[src/hw/rtl/priority_bitmap_task_scheduler_macros.svh]
// Assertion macros used by the scheduler queue sequencer (pbts_ctrl)
`ifndef PRIORITY_BITMAP_TASK_SCHEDULER_MACROS_SVH
`define PRIORITY_BITMAP_TASK_SCHEDULER_MACROS_SVH

// Same-cycle implication, clocked on i_clk, off during reset
`define PBTS_ASSERT_NOW(lbl, ante, cons) \
    lbl: assert property (@(posedge i_clk) disable iff (!i_rst_n) (ante) |-> (cons)) \
        else $error("scheduler assertion failed");

// Next-cycle implication, clocked on i_clk, off during reset
`define PBTS_ASSERT_NEXT(lbl, ante, cons) \
    lbl: assert property (@(posedge i_clk) disable iff (!i_rst_n) (ante) |=> (cons)) \
        else $error("scheduler assertion failed");

`endif

[src/hw/rtl/pbts_pkg.sv]
// Types, constants and helper functions of the task scheduler
package pbts_pkg;

    localparam int NUM_TASKS  = 32;
    localparam int NUM_LEVELS = 32;
    localparam int TW = $clog2(NUM_TASKS);
    localparam int LW = $clog2(NUM_LEVELS);

    // item function codes
    localparam logic [1:0] FN_START  = 2'd0;
    localparam logic [1:0] FN_SCHED  = 2'd1;
    localparam logic [1:0] FN_SWITCH = 2'd2;

    // outgoing reasons
    localparam logic [1:0] RS_PREEMPT = 2'd0;
    localparam logic [1:0] RS_YIELD   = 2'd1;
    localparam logic [1:0] RS_BLOCK   = 2'd2;
    localparam logic [1:0] RS_DEAD    = 2'd3;

    // configuration register indexes
    localparam logic CFG_MAX_PRI = 1'b0;
    localparam logic CFG_TIMER   = 1'b1;

    typedef enum logic [3:0] {
        ST_IDLE, ST_UL_A, ST_UL_B, ST_UL_C, ST_LK_A, ST_LK_B, ST_LK_C,
        ST_LVW, ST_CHOOSE, ST_PK_A, ST_PK_B, ST_DONE
    } t_state;

    typedef enum logic [1:0] {
        PH_START, PH_OLD_UL, PH_OLD_LK, PH_PICK_UL
    } t_phase;

    typedef struct packed {
        logic [1:0]        func;
        logic [4:0]        task_id;
        logic signed [6:0] priority_req;
        logic              start_as_current;
        logic [1:0]        outgoing_reason;
    } t_item;

    typedef struct packed {
        logic [4:0] running_task;
        logic       running_valid;
        logic       context_switch;
        logic [4:0] outgoing_task;
    } t_res;

    typedef struct packed {
        logic [4:0] max_priority;
        logic [4:0] timer_task;
    } t_cfg;

    // highest set bit of the level bitmap
    function automatic logic [LW-1:0] highest_level(input logic [NUM_LEVELS-1:0] bm);
        logic [LW-1:0] r;
        r = '0;
        for (int i = 0; i < NUM_LEVELS; i++) begin
            if (bm[i]) r = LW'(i);
        end
        return r;
    endfunction

    // clamp a requested priority; the timer task always takes the top level
    function automatic logic [4:0] clamp_level(input logic [4:0] id,
                                               input logic signed [6:0] pri,
                                               input t_cfg cfg);
        logic [4:0] top;
        logic [4:0] r;
        top = (cfg.max_priority == 5'd0) ? 5'd0 : cfg.max_priority - 5'd1;
        if (id == cfg.timer_task) begin
            r = cfg.max_priority;
        end else if (pri < 7'sd0) begin
            r = 5'd0;
        end else if (pri > $signed({2'b00, top})) begin
            r = top;
        end else begin
            r = pri[4:0];
        end
        return r;
    endfunction

endpackage

[src/hw/rtl/pbts_in_if.sv]
// Input channel of the scheduler: valid, ready and one scheduling item
interface pbts_in_if;
    logic              valid;
    logic              ready;
    logic [1:0]        func;
    logic [4:0]        task_id;
    logic signed [6:0] priority_req;
    logic              start_as_current;
    logic [1:0]        outgoing_reason;

    modport source (output valid, func, task_id, priority_req, start_as_current,
                    outgoing_reason, input ready);
    modport sink   (input valid, func, task_id, priority_req, start_as_current,
                    outgoing_reason, output ready);
endinterface

[src/hw/rtl/pbts_out_if.sv]
// Output channel of the scheduler: valid, ready and one result item
interface pbts_out_if;
    logic       valid;
    logic       ready;
    logic [4:0] running_task;
    logic       running_valid;
    logic       context_switch;
    logic [4:0] outgoing_task;

    modport source (output valid, running_task, running_valid, context_switch,
                    outgoing_task, input ready);
    modport sink   (input valid, running_task, running_valid, context_switch,
                    outgoing_task, output ready);
endinterface

[src/hw/rtl/pbts_ram.sv]
// Generic single-write, single-read RAM with registered read data
module pbts_ram #(
    parameter int WIDTH = 5,
    parameter int DEPTH = 32
) (
    input  logic                     i_clk,
    input  logic                     i_we,
    input  logic [$clog2(DEPTH)-1:0] i_waddr,
    input  logic [WIDTH-1:0]         i_wdata,
    input  logic [$clog2(DEPTH)-1:0] i_raddr,
    output logic [WIDTH-1:0]         o_rdata
);
    logic [WIDTH-1:0] r_mem [DEPTH];
    logic [WIDTH-1:0] r_rdata;

    always_ff @(posedge i_clk) begin
        if (i_we) begin
            r_mem[i_waddr] <= i_wdata;
        end
        r_rdata <= r_mem[i_raddr];
    end

    assign o_rdata = r_rdata;
endmodule

[src/hw/rtl/pbts_ctrl.sv]
// Queue sequencer: unlink, relink and dequeue over the queue memories
`include "priority_bitmap_task_scheduler_macros.svh"
module pbts_ctrl import pbts_pkg::*; (
    input  logic  i_clk,
    input  logic  i_rst_n,
    input  logic  i_item_valid,
    output logic  o_item_ready,
    input  t_item i_item,
    input  t_cfg  i_cfg,
    input  logic  i_slot_free,
    output logic  o_res_valid,
    output t_res  o_res
);
    t_state r_state, n_state;
    t_phase r_phase, n_phase;
    t_item  r_item;
    logic [TW-1:0] r_t, r_p, r_n, r_old, r_cur, r_park;
    logic [LW-1:0] r_lv;
    logic r_at_head, r_found, r_old_v, r_cur_v, r_park_v;
    logic [NUM_TASKS-1:0]  r_queued;
    logic [NUM_LEVELS-1:0] r_ready;

    // memory ports
    logic          lvl_we, nxt_we, prv_we, hd_we, tl_we;
    logic [TW-1:0] lvl_waddr, nxt_waddr, prv_waddr;
    logic [LW-1:0] hd_waddr, tl_waddr, hd_raddr;
    logic [LW-1:0] lvl_wdata, lvl_rdata;
    logic [TW-1:0] nxt_wdata, nxt_rdata, prv_wdata, prv_rdata;
    logic [TW-1:0] hd_wdata, hd_rdata, tl_wdata, tl_rdata;

    pbts_ram #(.WIDTH(LW), .DEPTH(NUM_TASKS)) u_level (
        .i_clk, .i_we(lvl_we), .i_waddr(lvl_waddr), .i_wdata(lvl_wdata),
        .i_raddr(r_t), .o_rdata(lvl_rdata));
    pbts_ram #(.WIDTH(TW), .DEPTH(NUM_TASKS)) u_next (
        .i_clk, .i_we(nxt_we), .i_waddr(nxt_waddr), .i_wdata(nxt_wdata),
        .i_raddr(r_t), .o_rdata(nxt_rdata));
    pbts_ram #(.WIDTH(TW), .DEPTH(NUM_TASKS)) u_prev (
        .i_clk, .i_we(prv_we), .i_waddr(prv_waddr), .i_wdata(prv_wdata),
        .i_raddr(r_t), .o_rdata(prv_rdata));
    pbts_ram #(.WIDTH(TW), .DEPTH(NUM_LEVELS)) u_head (
        .i_clk, .i_we(hd_we), .i_waddr(hd_waddr), .i_wdata(hd_wdata),
        .i_raddr(hd_raddr), .o_rdata(hd_rdata));
    pbts_ram #(.WIDTH(TW), .DEPTH(NUM_LEVELS)) u_tail (
        .i_clk, .i_we(tl_we), .i_waddr(tl_waddr), .i_wdata(tl_wdata),
        .i_raddr(hd_raddr), .o_rdata(tl_rdata));

    logic accept, ul_head, ul_tail, lk_empty, same_task;
    assign accept    = i_item_valid && o_item_ready;
    assign ul_head   = (hd_rdata == r_t);
    assign ul_tail   = (tl_rdata == r_t);
    assign lk_empty  = !r_ready[lvl_rdata];
    assign same_task = r_old_v && (r_old == r_t) && (r_item.outgoing_reason != RS_DEAD);

    // next state and phase
    always_comb begin
        n_state = r_state;
        n_phase = r_phase;
        case (r_state)
            ST_IDLE: begin
                if (accept) begin
                    if (i_item.func == FN_START) begin
                        n_state = ST_UL_A;
                        n_phase = PH_START;
                    end else if (r_cur_v) begin
                        n_state = ST_UL_A;
                        n_phase = PH_OLD_UL;
                    end else begin
                        n_state = ST_CHOOSE;
                    end
                end
            end
            ST_UL_A: n_state = r_queued[r_t] ? ST_UL_B : ST_UL_C;
            ST_UL_B: n_state = ST_UL_C;
            ST_UL_C: begin
                // unlink finished: continue by phase
                case (r_phase)
                    PH_START: n_state = ST_LVW;
                    PH_OLD_UL: begin
                        if (r_item.outgoing_reason == RS_PREEMPT ||
                            r_item.outgoing_reason == RS_YIELD) begin
                            n_state = ST_LK_A;
                            n_phase = PH_OLD_LK;
                        end else begin
                            n_state = ST_CHOOSE;
                        end
                    end
                    default: n_state = ST_DONE;
                endcase
            end
            ST_LK_A: n_state = ST_LK_B;
            ST_LK_B: begin
                if (lk_empty) begin
                    n_state = (r_phase == PH_START) ? ST_DONE : ST_CHOOSE;
                end else begin
                    n_state = ST_LK_C;
                end
            end
            ST_LK_C: n_state = (r_phase == PH_START) ? ST_DONE : ST_CHOOSE;
            ST_LVW:  n_state = r_item.start_as_current ? ST_DONE : ST_LK_A;
            ST_CHOOSE: begin
                if (r_item.func == FN_SWITCH) begin
                    n_state = ST_UL_A;
                    n_phase = PH_PICK_UL;
                end else if (|r_ready) begin
                    n_state = ST_PK_A;
                end else begin
                    n_state = ST_DONE;
                end
            end
            ST_PK_A: n_state = ST_PK_B;
            ST_PK_B: begin
                n_state = ST_UL_A;
                n_phase = PH_PICK_UL;
            end
            ST_DONE: n_state = i_slot_free ? ST_IDLE : ST_DONE;
            default: n_state = ST_IDLE;
        endcase
    end

    // memory controls and result
    always_comb begin
        lvl_we = 1'b0; nxt_we = 1'b0; prv_we = 1'b0; hd_we = 1'b0; tl_we = 1'b0;
        lvl_waddr = r_t; lvl_wdata = clamp_level(r_t, r_item.priority_req, i_cfg);
        nxt_waddr = r_p; nxt_wdata = r_n;
        prv_waddr = r_n; prv_wdata = r_p;
        hd_waddr  = r_lv; hd_wdata = r_n;
        tl_waddr  = r_lv; tl_wdata = r_p;
        hd_raddr  = (r_state == ST_PK_A) ? r_lv : lvl_rdata;
        case (r_state)
            ST_UL_C: begin
                if (r_queued[r_t]) begin
                    if (ul_head && ul_tail) begin
                        hd_we = 1'b0;
                    end else if (ul_head) begin
                        hd_we = 1'b1;
                    end else if (ul_tail) begin
                        tl_we = 1'b1;
                    end else begin
                        nxt_we = 1'b1;
                        prv_we = 1'b1;
                    end
                end
            end
            ST_LK_B: begin
                // empty level: task becomes head and tail
                hd_waddr = lvl_rdata; hd_wdata = r_t;
                tl_waddr = lvl_rdata; tl_wdata = r_t;
                hd_we = lk_empty;
                tl_we = lk_empty;
            end
            ST_LK_C: begin
                if (r_at_head) begin
                    prv_we = 1'b1; prv_waddr = hd_rdata; prv_wdata = r_t;
                    nxt_we = 1'b1; nxt_waddr = r_t;      nxt_wdata = hd_rdata;
                    hd_we  = 1'b1; hd_wdata = r_t;
                end else begin
                    nxt_we = 1'b1; nxt_waddr = tl_rdata; nxt_wdata = r_t;
                    prv_we = 1'b1; prv_waddr = r_t;      prv_wdata = tl_rdata;
                    tl_we  = 1'b1; tl_wdata = r_t;
                end
            end
            ST_LVW: lvl_we = 1'b1;
            default: lvl_we = 1'b0;
        endcase

        o_res = '0;
        if (r_item.func == FN_START) begin
            o_res.running_valid = r_cur_v;
            o_res.running_task  = r_cur_v ? r_cur : '0;
        end else if (r_found) begin
            o_res.running_valid  = 1'b1;
            o_res.running_task   = r_t;
            o_res.context_switch = !same_task;
            if (!same_task) begin
                o_res.outgoing_task = r_old_v ? r_old : (r_park_v ? r_park : '0);
            end
        end
    end

    assign o_item_ready = (r_state == ST_IDLE);
    assign o_res_valid  = (r_state == ST_DONE) && i_slot_free;

    // control state
    always_ff @(posedge i_clk) begin
        if (!i_rst_n) begin
            r_state  <= ST_IDLE;
            r_phase  <= PH_START;
            r_cur_v  <= 1'b0;
            r_park_v <= 1'b0;
            r_queued <= '0;
            r_ready  <= '0;
        end else begin
            r_state <= n_state;
            r_phase <= n_phase;
            case (r_state)
                ST_UL_C: begin
                    if (r_queued[r_t]) begin
                        r_queued[r_t] <= 1'b0;
                        if (ul_head && ul_tail) r_ready[r_lv] <= 1'b0;
                    end
                end
                ST_LK_B: begin
                    if (lk_empty) begin
                        r_ready[lvl_rdata] <= 1'b1;
                        r_queued[r_t]      <= 1'b1;
                    end
                end
                ST_LK_C: r_queued[r_t] <= 1'b1;
                ST_LVW: begin
                    if (r_item.start_as_current) r_cur_v <= 1'b1;
                end
                ST_DONE: begin
                    if (i_slot_free && r_item.func != FN_START) begin
                        if (r_found) begin
                            r_cur_v <= 1'b1;
                            if (!same_task) r_park_v <= 1'b0;
                        end else begin
                            r_cur_v <= 1'b0;
                            if (r_old_v) r_park_v <= 1'b1;
                        end
                    end
                end
                default: r_cur_v <= r_cur_v;
            endcase
        end
    end

    // payload registers
    always_ff @(posedge i_clk) begin
        case (r_state)
            ST_IDLE: begin
                if (accept) begin
                    r_item    <= i_item;
                    r_t       <= (i_item.func == FN_START) ? i_item.task_id : r_cur;
                    r_old     <= r_cur;
                    r_old_v   <= r_cur_v;
                    r_found   <= 1'b0;
                    r_at_head <= (i_item.func != FN_START) &&
                                 (i_item.outgoing_reason == RS_PREEMPT);
                end
            end
            ST_UL_B: begin
                r_lv <= lvl_rdata;
                r_p  <= prv_rdata;
                r_n  <= nxt_rdata;
            end
            ST_LK_B: r_lv <= lvl_rdata;
            ST_LVW: begin
                if (r_item.start_as_current) r_cur <= r_t;
            end
            ST_CHOOSE: begin
                if (r_item.func == FN_SWITCH) begin
                    r_t     <= r_item.task_id;
                    r_found <= 1'b1;
                end else begin
                    r_lv <= highest_level(r_ready);
                end
            end
            ST_PK_B: begin
                r_t     <= hd_rdata;
                r_found <= 1'b1;
            end
            ST_DONE: begin
                if (i_slot_free && r_item.func != FN_START) begin
                    if (r_found) begin
                        r_cur <= r_t;
                        if (!same_task) r_park <= '0;
                    end else begin
                        r_cur <= '0;
                        if (r_old_v) r_park <= r_old;
                    end
                end
            end
            default: r_lv <= r_lv;
        endcase
    end

    `PBTS_ASSERT_NOW(a_link_unqueued, r_state == ST_LK_A, !r_queued[r_t])
    `PBTS_ASSERT_NOW(a_idle_no_switch, o_res_valid && !o_res.running_valid, !o_res.context_switch)
    `PBTS_ASSERT_NEXT(a_found_runs, o_res_valid && r_found && r_item.func != FN_START, r_cur_v)
    `PBTS_ASSERT_NOW(a_pick_level_busy, r_state == ST_PK_A, r_ready[r_lv])
endmodule

[src/hw/rtl/priority_bitmap_task_scheduler.sv]
// Top level of the bitmap priority task scheduler
//
//   channel  direction  carries
//   i_in     sink       func, task_id, priority_req, start_as_current, outgoing_reason
//   o_out    source     running_task, running_valid, context_switch, outgoing_task
//   i_cfg_*  write      max_priority (index 0), timer_task (index 1)
//
// One item at a time: the next item is taken only after the current one has run its
// sequence of unlink (with a pointer read when the task is queued), relink (with a list
// update into a busy level), level pick and the result state.
// Reset is synchronous, active low; queue memories need no clearing pass.
// A result waits in the output register while the next item is taken in; the result
// cycle stalls while that register is full and not being taken.
module priority_bitmap_task_scheduler import pbts_pkg::*; (
    input  logic        i_clk,
    input  logic        i_rst_n,
    pbts_in_if.sink     i_in,
    pbts_out_if.source  o_out,
    input  logic        i_cfg_we,
    input  logic        i_cfg_idx,
    input  logic [4:0]  i_cfg_data
);
    t_cfg  r_cfg;
    t_item item;
    t_res  res, r_res;
    logic  res_valid, slot_free, r_out_valid;

    // configuration registers
    always_ff @(posedge i_clk) begin
        if (!i_rst_n) begin
            r_cfg.max_priority <= 5'd31;
            r_cfg.timer_task   <= 5'd0;
        end else if (i_cfg_we) begin
            if (i_cfg_idx == CFG_MAX_PRI) r_cfg.max_priority <= i_cfg_data;
            if (i_cfg_idx == CFG_TIMER)   r_cfg.timer_task   <= i_cfg_data;
        end
    end

    assign item.func             = i_in.func;
    assign item.task_id          = i_in.task_id;
    assign item.priority_req     = i_in.priority_req;
    assign item.start_as_current = i_in.start_as_current;
    assign item.outgoing_reason  = i_in.outgoing_reason;

    pbts_ctrl u_ctrl (
        .i_clk, .i_rst_n,
        .i_item_valid(i_in.valid), .o_item_ready(i_in.ready), .i_item(item),
        .i_cfg(r_cfg), .i_slot_free(slot_free),
        .o_res_valid(res_valid), .o_res(res));

    // output register
    assign slot_free = !r_out_valid || o_out.ready;
    always_ff @(posedge i_clk) begin
        if (!i_rst_n) begin
            r_out_valid <= 1'b0;
        end else if (slot_free) begin
            r_out_valid <= res_valid;
        end
    end
    always_ff @(posedge i_clk) begin
        if (slot_free && res_valid) r_res <= res;
    end

    assign o_out.valid          = r_out_valid;
    assign o_out.running_task   = r_res.running_task;
    assign o_out.running_valid  = r_res.running_valid;
    assign o_out.context_switch = r_res.context_switch;
    assign o_out.outgoing_task  = r_res.outgoing_task;
endmodule
[src/flat_wrapper.sv]
// flat-port wrapper written by rule: the top's interface ports become plain ports
module priority_bitmap_task_scheduler_flat import pbts_pkg::*;
  (i_clk, i_rst_n, i_cfg_we, i_cfg_idx, i_cfg_data, i_in_valid, i_in_func, i_in_task_id, i_in_priority_req, i_in_start_as_current, i_in_outgoing_reason, i_in_ready, o_out_valid, o_out_running_task, o_out_running_valid, o_out_context_switch, o_out_outgoing_task, o_out_ready);
  pbts_in_if i_in_i ();
  pbts_out_if o_out_i ();
  input  logic i_clk;
  input  logic i_rst_n;
  input  logic i_cfg_we;
  input  logic i_cfg_idx;
  input  logic [4:0] i_cfg_data;
  input wire logic [$bits(i_in_i.valid)-1:0] i_in_valid;
  input wire logic [$bits(i_in_i.func)-1:0] i_in_func;
  input wire logic [$bits(i_in_i.task_id)-1:0] i_in_task_id;
  input wire logic [$bits(i_in_i.priority_req)-1:0] i_in_priority_req;
  input wire logic [$bits(i_in_i.start_as_current)-1:0] i_in_start_as_current;
  input wire logic [$bits(i_in_i.outgoing_reason)-1:0] i_in_outgoing_reason;
  output wire logic [$bits(i_in_i.ready)-1:0] i_in_ready;
  output wire logic [$bits(o_out_i.valid)-1:0] o_out_valid;
  output wire logic [$bits(o_out_i.running_task)-1:0] o_out_running_task;
  output wire logic [$bits(o_out_i.running_valid)-1:0] o_out_running_valid;
  output wire logic [$bits(o_out_i.context_switch)-1:0] o_out_context_switch;
  output wire logic [$bits(o_out_i.outgoing_task)-1:0] o_out_outgoing_task;
  input wire logic [$bits(o_out_i.ready)-1:0] o_out_ready;
  assign i_in_i.valid = i_in_valid;
  assign i_in_i.func = i_in_func;
  assign i_in_i.task_id = i_in_task_id;
  assign i_in_i.priority_req = i_in_priority_req;
  assign i_in_i.start_as_current = i_in_start_as_current;
  assign i_in_i.outgoing_reason = i_in_outgoing_reason;
  assign i_in_ready = i_in_i.ready;
  assign o_out_valid = o_out_i.valid;
  assign o_out_running_task = o_out_i.running_task;
  assign o_out_running_valid = o_out_i.running_valid;
  assign o_out_context_switch = o_out_i.context_switch;
  assign o_out_outgoing_task = o_out_i.outgoing_task;
  assign o_out_i.ready = o_out_ready;
  priority_bitmap_task_scheduler u_core (.i_clk(i_clk), .i_rst_n(i_rst_n), .i_in(i_in_i), .o_out(o_out_i), .i_cfg_we(i_cfg_we), .i_cfg_idx(i_cfg_idx), .i_cfg_data(i_cfg_data));
endmodule
[config.mk]
export PLATFORM = sky130hd
export DESIGN_NAME = priority_bitmap_task_scheduler_flat
export DESIGN_NICKNAME = d
export VERILOG_FILES = /design/src/hw/rtl/pbts_pkg.sv /design/src/hw/rtl/pbts_in_if.sv /design/src/hw/rtl/pbts_out_if.sv /design/src/hw/rtl/pbts_ram.sv /design/src/hw/rtl/pbts_ctrl.sv /design/src/hw/rtl/priority_bitmap_task_scheduler.sv /design/src/flat_wrapper.sv
export VERILOG_INCLUDE_DIRS = /design/src /design/src/hw/rtl
export SDC_FILE = /design/constraint.sdc
export NUM_CORES = 1
export LEC_CHECK = 0
export ABC_AREA = 1
export ABC_CLOCK_PERIOD_IN_PS = 5200
export BUFFER_PORTS_ARGS = -buffer_cell sky130_fd_sc_hd__buf_2
export CAP_MARGIN = 20
export CORE_MARGIN = 1
export CORE_UTILIZATION = 40
export DETAILED_ROUTE_END_ITERATION = 16
export REMOVE_ABC_BUFFERS = 1
export SLEW_MARGIN = 20
export SYNTH_ARGS = -nofsm -noshare
export SYNTH_HDL_FRONTEND = slang
export SYNTH_SLANG_ARGS = --single-unit
[constraint.sdc]
create_clock -name i_clk -period 5.2 [get_ports i_clk]
set_clock_uncertainty 0.05 [all_clocks]
set_input_delay 0.78 -clock i_clk [delete_from_list [all_inputs] [get_ports i_clk]]
set_output_delay 0.78 -clock i_clk [all_outputs]
set_load 0.1 [all_outputs]
# Word-level counts from Yosys, hierarchy flattened
# Memory sizes are Yosys's and may differ from the RTL's. A register that Yosys moved wholly into a read port is not among the register bits.
# Index checks and enable logic that the tools add are counted.
# totals
regBits	150
ram_bits	800
in_bits	28
output_inout_bits	14
wordCells	263
memories	5
# memory_table
memory	words	width	read_ports	rd_clocked_by_memory_dff	wr	line	text
u_core.u_ctrl.u_head.r_mem	32	5	1	1	1	pbts_ram.sv:13	logic [WIDTH-1:0] r_mem [DEPTH];
u_core.u_ctrl.u_level.r_mem	32	5	1	1	1	pbts_ram.sv:13	
u_core.u_ctrl.u_next.r_mem	32	5	1	1	1	pbts_ram.sv:13	
u_core.u_ctrl.u_prev.r_mem	32	5	1	1	1	pbts_ram.sv:13	
u_core.u_ctrl.u_tail.r_mem	32	5	1	1	1	pbts_ram.sv:13	
# op_classes
addsub	1
order_cmp	8
eq_ne	31
muxes	136
bitwise	8
reduce_logical	46
# ops
op	n
5-bit two-way mux	56
32-bit two-way mux	5
32-bit case mux with 3 select lines	1
32-bit AND	2
32-bit inverter	2
32-bit bitwise OR	2
32-bit case mux with 2 select lines	1
4-bit case mux with 12 select lines	1
5-bit case mux with 2 select lines	4
1-bit two-way mux	37
4-bit two-way mux	8
32-bit OR reduction	1
5-bit == test	4
5-bit by 6-bit less-than comparator with 1-bit output, second input constant	3
2-bit != test, second input constant	9
4-bit by 3-bit == test with 1-bit output, second input constant	4
4-bit == test, second input constant	4
2-bit two-way mux	8
1-bit demux with 5-bit select	3
5-bit by 1-bit >= comparator with 1-bit output, second input constant	3
5-bit case mux with 3 select lines	1
12-bit two-way mux	1
2-bit nonzero test	6
1-bit logical AND	11
other kinds (29)	53

# Depth between registers and ports, before layout
# Gate-level depths: netlist of run 1.
# logic_depth
depth_word	33
depth_mapped	31
ltp_nobuf	31

# By module
# Synthesis of run 1 repeated with hierarchy kept, for this count alone.
# unflattened
cells_unflattened	3990
area_unflattened_um2	42246.8
# modules_own_cells
mod	instances	cells_per_inst	area_per_inst_um2	seq_area_each_um2
pbts_ram	5	595	6796.5	4904.7
pbts_ctrl	1	942	7459.7	3093.0
priority_bitmap_task_scheduler	1	73	804.5	580.6

# Least setup slack after synthesis of run 1
# No wires, ideal clock.
# synth_path
kind	register to register
start	register u_core.r_cfg[5] in the netlist's numbering
end	memory u_core.u_ctrl.u_level.r_mem[0][3] (data pin)
setup_time_ns	0.473
arrival_time_ns	3.640
required_ns	4.677
setup_slack_ns	1.037
path_stages_with_launch	18
path_buffers	0
period_less_slack_ns	4.163
cell_sequence	dfxtp_1 > inv_1 > ha_1 > inv_1 > nor2_1 > nand2_1 > nor2_1 > or2_2 > ha_1 > nand2_1 > nor2_1 > a211oi_1 > nor2_1 > nor2_1 > a21oi_1 > o21ai_1 > nor2_1 > o32ai_1
# synth_via
elab_chain_len	6
elab_cells_between_ends	7
classes_between	add/sub: 1; order compare: 1; mux: 4; reduce/logical: 1
# synth_lines
element	line	text
start: declaration	priority_bitmap_task_scheduler.sv:23	t_cfg r_cfg;
5-bit by 1-bit subtractor with 5-bit output or 5-bit logical NOT (tied branches)	pbts_pkg.sv:69	top = (cfg.max_priority == 5'd0) ? 5'd0 : cfg.max_priority - 5'd1;
5-bit two-way mux (*)	pbts_pkg.sv:69	
7-bit by 6-bit greater-than comparator with 1-bit output	pbts_pkg.sv:74	end else if (pri > $signed({2'b00, top})) begin
5-bit two-way mux (*)	pbts_pkg.sv:74	
5-bit two-way mux (*)	pbts_pkg.sv:72	end else if (pri < 7'sd0) begin
5-bit two-way mux (*)	pbts_pkg.sv:70	if (id == cfg.timer_task) begin
net u_core.u_ctrl.lvl_wdata[3]	pbts_ctrl.sv:27	logic [LW-1:0] lvl_wdata, lvl_rdata;
end: declaration	pbts_ram.sv:13	
# The timed path passes the listed nets; every way through them passes the cells marked *.

# Worst setup path in the final report of run 1
# layout_path
start	register u_core.u_ctrl.r_t[1] (netlist: u_core.u_ctrl.lvl_waddr[1])
end	memory u_core.u_ctrl.u_prev.r_mem[16][4], enable pin
# layout_via
elab_chain_len	8
elab_cells_between_ends	14
classes_between	eq/ne: 2; mux: 11; reduce/logical: 1
# layout_lines
element	line	text
start: declaration	pbts_ctrl.sv:17	logic [TW-1:0] r_t, r_p, r_n, r_old, r_cur, r_park;
start signal: assignment	pbts_ctrl.sv:234	r_t <= (i_item.func == FN_START) ? i_item.task_id : r_cur;
start signal: assignment	pbts_ctrl.sv:253	r_t <= r_item.task_id;
start signal: assignment	pbts_ctrl.sv:260	r_t <= hd_rdata;
parallel branches: the longest is 8 deep, another holds 1-bit binary-select mux with 5-bit select	--	
end: declaration	pbts_ram.sv:13	
# Several ways; the timed one is not identified. The select of a mux whose other input is x is not followed.

==> results.ini, run 1 <==
[pwr]
p_leak_nw=14.94
power_density_nw_per_um2=540.4
ir_drop_v=0.0004669
p_total_mw=24.21

[final_layout]
num-fill-cells=8923
final_common_cell=edfxtp_1
fin_area_um2=44790
n_antenna_cell=0
syn_to_final_growth_pct=12.75
layout_common_cells=867 x edfxtp_1, 379 x nor2_1, 265 x a22oi_1
drive_above_1_share=0.1145
nets=3217

[route]
vias=26330
drt_pass1_iterations=6
drtAntennaViolNets=0
wl_mm=105.3
drc=0
post_drt_wl_per_cell_um=23.11
drtIter0Drc=3010
vias_per_cell=5.782

[min_path]
hp-class=primary input to register

[yosys]
yosys_warnings=0
syn_inst=3162
synth_area_um2=39720
async_flop_share=0
synthSimpleGateAreaFrac=0.09216
synth-main-ff-cell=edfxtp_1
avgSynthCellArea_um2=12.56
ys_types=58
synth_top_family_by_area=compound AO/OA/AOI/OAI gates
ys_seq_area_frac=0.7098
synth_xor_area_frac=0.001764
synth_mux_area_frac=0
ys_seq_elements=975
synth_edf_count=867
synthAdderAreaFrac=0.001890
synth_compound_area_frac=0.1531

[global_route]
grt_max_degree=161
grt_use_total=0.2070
antenna_found_initial=2
grt_overflow=0
first_global_vias=25330
grt_pass1_wl_mm=158.3

[setup_path]
required_ns=5.48
path_class=register to register
end_kind=register
cp-start-kind=register
crit_fanout=30
crit_arrival_ns=4.59

[clocking]
cts_max_path_buffers=3
cts_sinks=975
post_cts_resize_count=0
htreeDepth=3
hold_buffers=0
post-cts-setup-buffers=0
cts_tree=yes
cts-root-buf=clkbuf_16
clk_latency_ns=0.68
cts_buffers=97
clkTransAtPathRegs_ns=0.06

[floorplanning]
core-area_um2=98420
rows=115
die_w_um=317.1
io_pins=42
die_h_um=317.1
die_area_um2=100600
start_util=0.4036

[flow_run]
maxCapViolCount=0

[placed_design]
place_hpwl_mm=65.37
gp_congestion=0.9052
place_area_um2=41450
place_ws_ns=0.9491
io_buffers=41

[sta]
whs_ns=0.2315
slew_violations=0
slew_headroom=0.3487
max_freq_mhz=231.9
tns_ns=0
rsz0062_at_grt=no
finalSetupViolCount=0
worstMarginPinSlew_ns=0.9769
final.period_utilization=0.8292
min_period_ns=4.312
hold_violations=0
layout_setup_ws_ns=0.8883

[run_status]
status=complete, no violations

flip-flops by register name, summed over array words and instances (netlist names), 5 cells and up, named ones only:
register                       count
u_core.u_ctrl.lvl_waddr            5
u_core.u_ctrl.u_tail.r_mem       160
u_core.o_out.running_task          5
u_core.u_ctrl.u_level.r_mem      160
u_core.u_ctrl.u_level.o_rdata      5
u_core.u_ctrl.u_next.r_mem       160
u_core.u_ctrl.u_head.r_mem       160
u_core.u_ctrl.u_tail.o_rdata       5
u_core.r_cfg                      10
u_core.u_ctrl.u_next.o_rdata       5
u_core.u_ctrl.u_head.o_rdata       5
u_core.u_ctrl.r_p                  5
u_core.u_ctrl.u_prev.r_mem       160
u_core.u_ctrl.r_park               5
u_core.u_ctrl.u_prev.o_rdata       5
u_core.o_out.outgoing_task         5
u_core.u_ctrl.r_item              17
u_core.u_ctrl.r_cur                5
u_core.u_ctrl.r_old                5
u_core.u_ctrl.r_lv                 5
u_core.u_ctrl.r_n                  5
u_core.u_ctrl.r_ready             32
metal layers:
metal / part of all wire / wire length (um) / vias up / global-route usage
li1: - / - / 11960 / -
met2: 0.46 / 48480 / 1063 / 0.3205
met1: 0.45 / 47520 / 13190 / 0.3070
met5: 0.00012 / 13 / - / 0
met4: 0.016 / 1718 / 2 / 0.05198
met3: 0.072 / 7533 / 120 / 0.02863
Yosys cell counts, types with 13 or more instances:
master,count,share of area
a311oi_1,28,0.0062
buf_1,17,0.0016
o22ai_1,32,0.0050
edfxtp_1,867,0.66
nor3_2,31,0.0078
a211oi_1,13,0.0025
buf_2,23,0.0029
a21oi_1,178,0.022
clkbuf_1,134,0.013
o211ai_1,22,0.0042
a22oi_1,265,0.050
inv_2,27,0.0026
nand2_1,257,0.024
inv_1,197,0.019
nand3_1,34,0.0043
dfxtp_1,108,0.054
nor2_1,383,0.036
o21ai_1,38,0.0048
o221ai_1,78,0.017
nor3_1,63,0.0079
o21ai_0,197,0.025
a31oi_1,44,0.0069
nor4_1,31,0.0049
metrics by stage:
step,std cells,utilization
after floorplan,2978,-
after global placement,4371,0.4212
after detailed placement,4371,0.4212
after CTS,4554,0.4550
after global routing,4554,0.4551
final,4554,0.4551
path summary, 6_finish.rpt:
| path | startpoint | end | slack, ns | cells past startpoint |
|---|---|---|---|---|
| min reg2reg | u_core.u_ctrl.u_next.o_rdata[0]$_DFF_P_ | u_core.u_ctrl.r_n[0]$_DFFE_PP_ | 0.35 | 0 |
| max reg2reg | u_core.u_ctrl.lvl_waddr[1]$_DFFE_PP_ | u_core.u_ctrl.u_prev.r_mem[16][4]$_DFFE_PP_ | 0.89 | 9 |
| min | i_in_priority_req[3] | u_core.u_ctrl.r_item[6]$_DFFE_PP_ | 0.23 | 1 |
| max | u_core.u_ctrl.lvl_waddr[1]$_DFFE_PP_ | u_core.u_ctrl.u_prev.r_mem[16][4]$_DFFE_PP_ | 0.89 | 9 |
cell type report:
| type | instances | area, um2 | area share |
|---|---|---|---|
| Sequential cell | 975 | 28200 | 0.6295 |
| Clock buffer | 128 | 2655 | 0.05928 |
| Inverter | 227 | 864.6 | 0.01930 |
| Timing Repair Buffer | 106 | 730.7 | 0.01631 |
| Multi-Input combinational cell | 1776 | 10050 | 0.2245 |
| Clock inverter | 55 | 676.9 | 0.01511 |
| Tap cell | 1287 | 1610 | 0.03595 |
cells by family after synthesis:
family	count (synthesis)
compound gates	930
xor+xnor	8
fa+ha+maj	6
buf+inv	411
flops	975
simple gates	832
worst max-delay path, cell delays in order, from the launching register on:
cell and delay, ns:
edfxtp_1 0.66, nor2_4 0.79, a22oi_1 0.23, a21oi_1 0.20
nor4_1 0.08, nand2_1 0.18, nand3_1 0.16, o21ai_2 0.42
nand3_1 0.60, nor2_1 0.57
power by group:
group          internal [mW]  switching (mW)
clock                   4.23            3.04
sequential              9.37           0.324
combinational           1.77            5.48
(Power assumes the default switching activity.)
==> run 2: changes to the inputs <==
ABC_CLOCK_PERIOD_IN_PS = 3790   (was 5200)
clock period = 3.79 ns   (was 5.2 ns; I/O delays follow)
==> run 2 against run 1 <==
Effect of this change:
- setup slack worse by 0.51 ns
- cell area is 0.99% higher
- core utilization is 0.45 points higher
- total power is 37% higher
- wire length is 1.1% lower
- clock power is 31% higher
- sequential share of layout area is 0.62 points lower
- largest power group unchanged
- highest routed layer unchanged
==> results.ini, run 2 (synthesis gave the netlist of run 1 again) <==
[global_route]
grt_overflow=0  ; unchanged
first_global_vias=25340  ; +0.047%
grt_max_degree=161  ; unchanged
grt_pass1_wl_mm=156.7  ; -1.0%
grt_use_total=0.2045  ; -0.002487
antenna_found_initial=4  ; +2

[final_layout]
n_antenna_cell=0  ; unchanged
ff_latch_area_um2=28200  ; unchanged
syn_to_final_growth_pct=13.87
fin_util=0.4596  ; +0.004501
fin_area_um2=45230  ; +0.99%
layout_common_cells=867 x edfxtp_1, 379 x nor2_1, 265 x a22oi_1
drive_above_1_share=0.1256  ; +0.01112
nets=3275  ; +1.8%
num-fill-cells=8938  ; +0.17%
final_common_cell=edfxtp_1
multiInputGateArea_um2=10050  ; about the same

[route]
vias=26310  ; -0.076%
drtAntennaViolNets=0  ; unchanged
post_drt_wl_per_cell_um=22.60  ; -2.2%
drc=0  ; unchanged
drtIter0Drc=2562  ; -15%
wl_mm=104.1  ; -1.1%
vias_per_cell=5.711  ; -1.2%
drt_pass1_iterations=5  ; -1

[clocking]
cts_buffers=94  ; -3.1%
cts-root-buf=clkbuf_16
htreeDepth=3  ; unchanged
clkTransAtPathRegs_ns=0.06  ; about the same
cts_tree=yes
post-cts-setup-buffers=0  ; unchanged
clk_latency_ns=0.67  ; about the same
cts_max_path_buffers=3  ; unchanged
post_cts_resize_count=0  ; unchanged
cts_sinks=975  ; unchanged
hold_buffers=6  ; +6

[floorplanning]
start_util=0.4036  ; unchanged
die_w_um=317.1  ; unchanged
die_area_um2=100600  ; unchanged
rows=115  ; unchanged
core-area_um2=98420  ; unchanged
io_pins=42  ; unchanged
die_h_um=317.1  ; unchanged

[placed_design]
place_area_um2=42010  ; +1.3%
place_ws_ns=0.3747  ; -0.5744 ns
gp_congestion=0.9020  ; -0.35%
io_buffers=41  ; unchanged
place_hpwl_mm=65.26  ; -0.17%

[setup_path]
crit_path_max_incr_delay_ns=0.64  ; -0.15 ns
rrSetupSlack_ns=0.38  ; -0.51 ns
timing.rr.end=u_core.u_ctrl.u_next.r_mem[0][4]$_DFFE_PP_
cp-endpoint=u_core.u_ctrl.u_next.r_mem[0][4]$_DFFE_PP_
slowest_stage=edfxtp_1
end_kind=register
cp-start-kind=register
worstSetupStartpoint=u_core.u_ctrl.lvl_waddr[1]$_DFFE_PP_
required_ns=4.05  ; -1.43 ns
cp_common_cell=nand2_1
crit_fanout=12  ; -60%
crit_arrival_ns=3.67  ; -0.92 ns
cp_cell_sequence=inv_4, nor2_4, a22oi_1, a21oi_1, nor4_1, nand2_1, nand3_1, o21ai_2, buf_4, nand2_1, nor2_1
path_class=register to register
reg2reg_depth=11  ; +2
reg2reg_from=u_core.u_ctrl.lvl_waddr[1]$_DFFE_PP_

[sta]
finalSetupViolCount=0  ; unchanged
slew_violations=0  ; unchanged
rsz0062_at_grt=no
layout_setup_ws_ns=0.3783  ; -0.5100 ns
whs_ns=0.02794  ; -0.2036 ns
slew_headroom=0.4109  ; +0.06217
tns_ns=0  ; unchanged
hold_violations=0  ; unchanged
min_period_ns=3.412  ; -0.9000 ns
max_freq_mhz=293.1  ; +26%
final.period_utilization=0.9002  ; +0.07101
worstMarginPinSlew_ns=0.8837  ; -0.09325 ns

[min_path]
hp-class=primary input to register

[flow_run]
maxCapViolCount=0  ; unchanged

[pwr]
p_leak_nw=15.19  ; +1.7%
ir_drop_v=0.0006227  ; +33%
power_density_nw_per_um2=732.4  ; +36%

[run_status]
status=complete, no violations

## run 2: layer usage
metal,global-route usage,vias up,routed length [um]
met4,0.05948,4,2256
met3,0.02928,150,6674
met1,0.2982,13130,47290
li1,-,12070,-
met2,0.3179,951,47850
met5,0,-,27
## run 2: worst min-delay path by stage
stage / start / endpoint / slack (ns) / cells after the start
finish: i_in_priority_req[5] / u_core.u_ctrl.r_item[8]$_DFFE_PP_ / 0.03 / 1
detailed placement: u_core.u_ctrl.u_next.o_rdata[0]$_DFF_P_ / u_core.u_ctrl.r_n[0]$_DFFE_PP_ / 0.34 / 0
global placement: u_core.u_ctrl.u_next.o_rdata[0]$_DFF_P_ / u_core.u_ctrl.r_n[0]$_DFFE_PP_ / 0.34 / 0
floorplan: u_core.u_ctrl.u_next.o_rdata[0]$_DFF_P_ / u_core.u_ctrl.r_n[0]$_DFFE_PP_ / 0.34 / 0
CTS: i_in_priority_req[1] / u_core.u_ctrl.r_item[4]$_DFFE_PP_ / 0.004 / 1
global route: i_in_priority_req[1] / u_core.u_ctrl.r_item[4]$_DFFE_PP_ / 0.01 / 1
## run 2: metrics by stage
stage          instances  power [mW]
2_1_floorplan       2978       19.18
3_3_place_gp        4425       23.65
3_5_place_dp        4426       23.72
4_1_cts             4607       33.20
5_1_grt             4607       34.44
6_report            4607       33.13
## run 2: cell type report
type / instances / area share
repair buffers: 167 / 0.02982
multi-input cells: 1776 / 0.2222
clock inverters: 56 / 0.01267
well taps: 1287 / 0.03560
inverters: 227 / 0.01911
flip-flops and latches: 975 / 0.6234
clock buffers: 119 / 0.05723
## run 2: power breakdown
group / internal, mW / leakage (nW) / switching [mW] / total (mW)
combinational: 2.71 / 4.94 / 7.65 / 10.4
clock: 5.47 / 1.53 / 4.07 / 9.54
sequential: 12.8 / 8.72 / 0.385 / 13.2
## run 2: critical path: cells and delay by family (launching register included)
family	cells	cell delay (ns)
compound gates	3	0.49
buf+inv	2	0.35
flops	1	0.64
simple gates	6	1.50
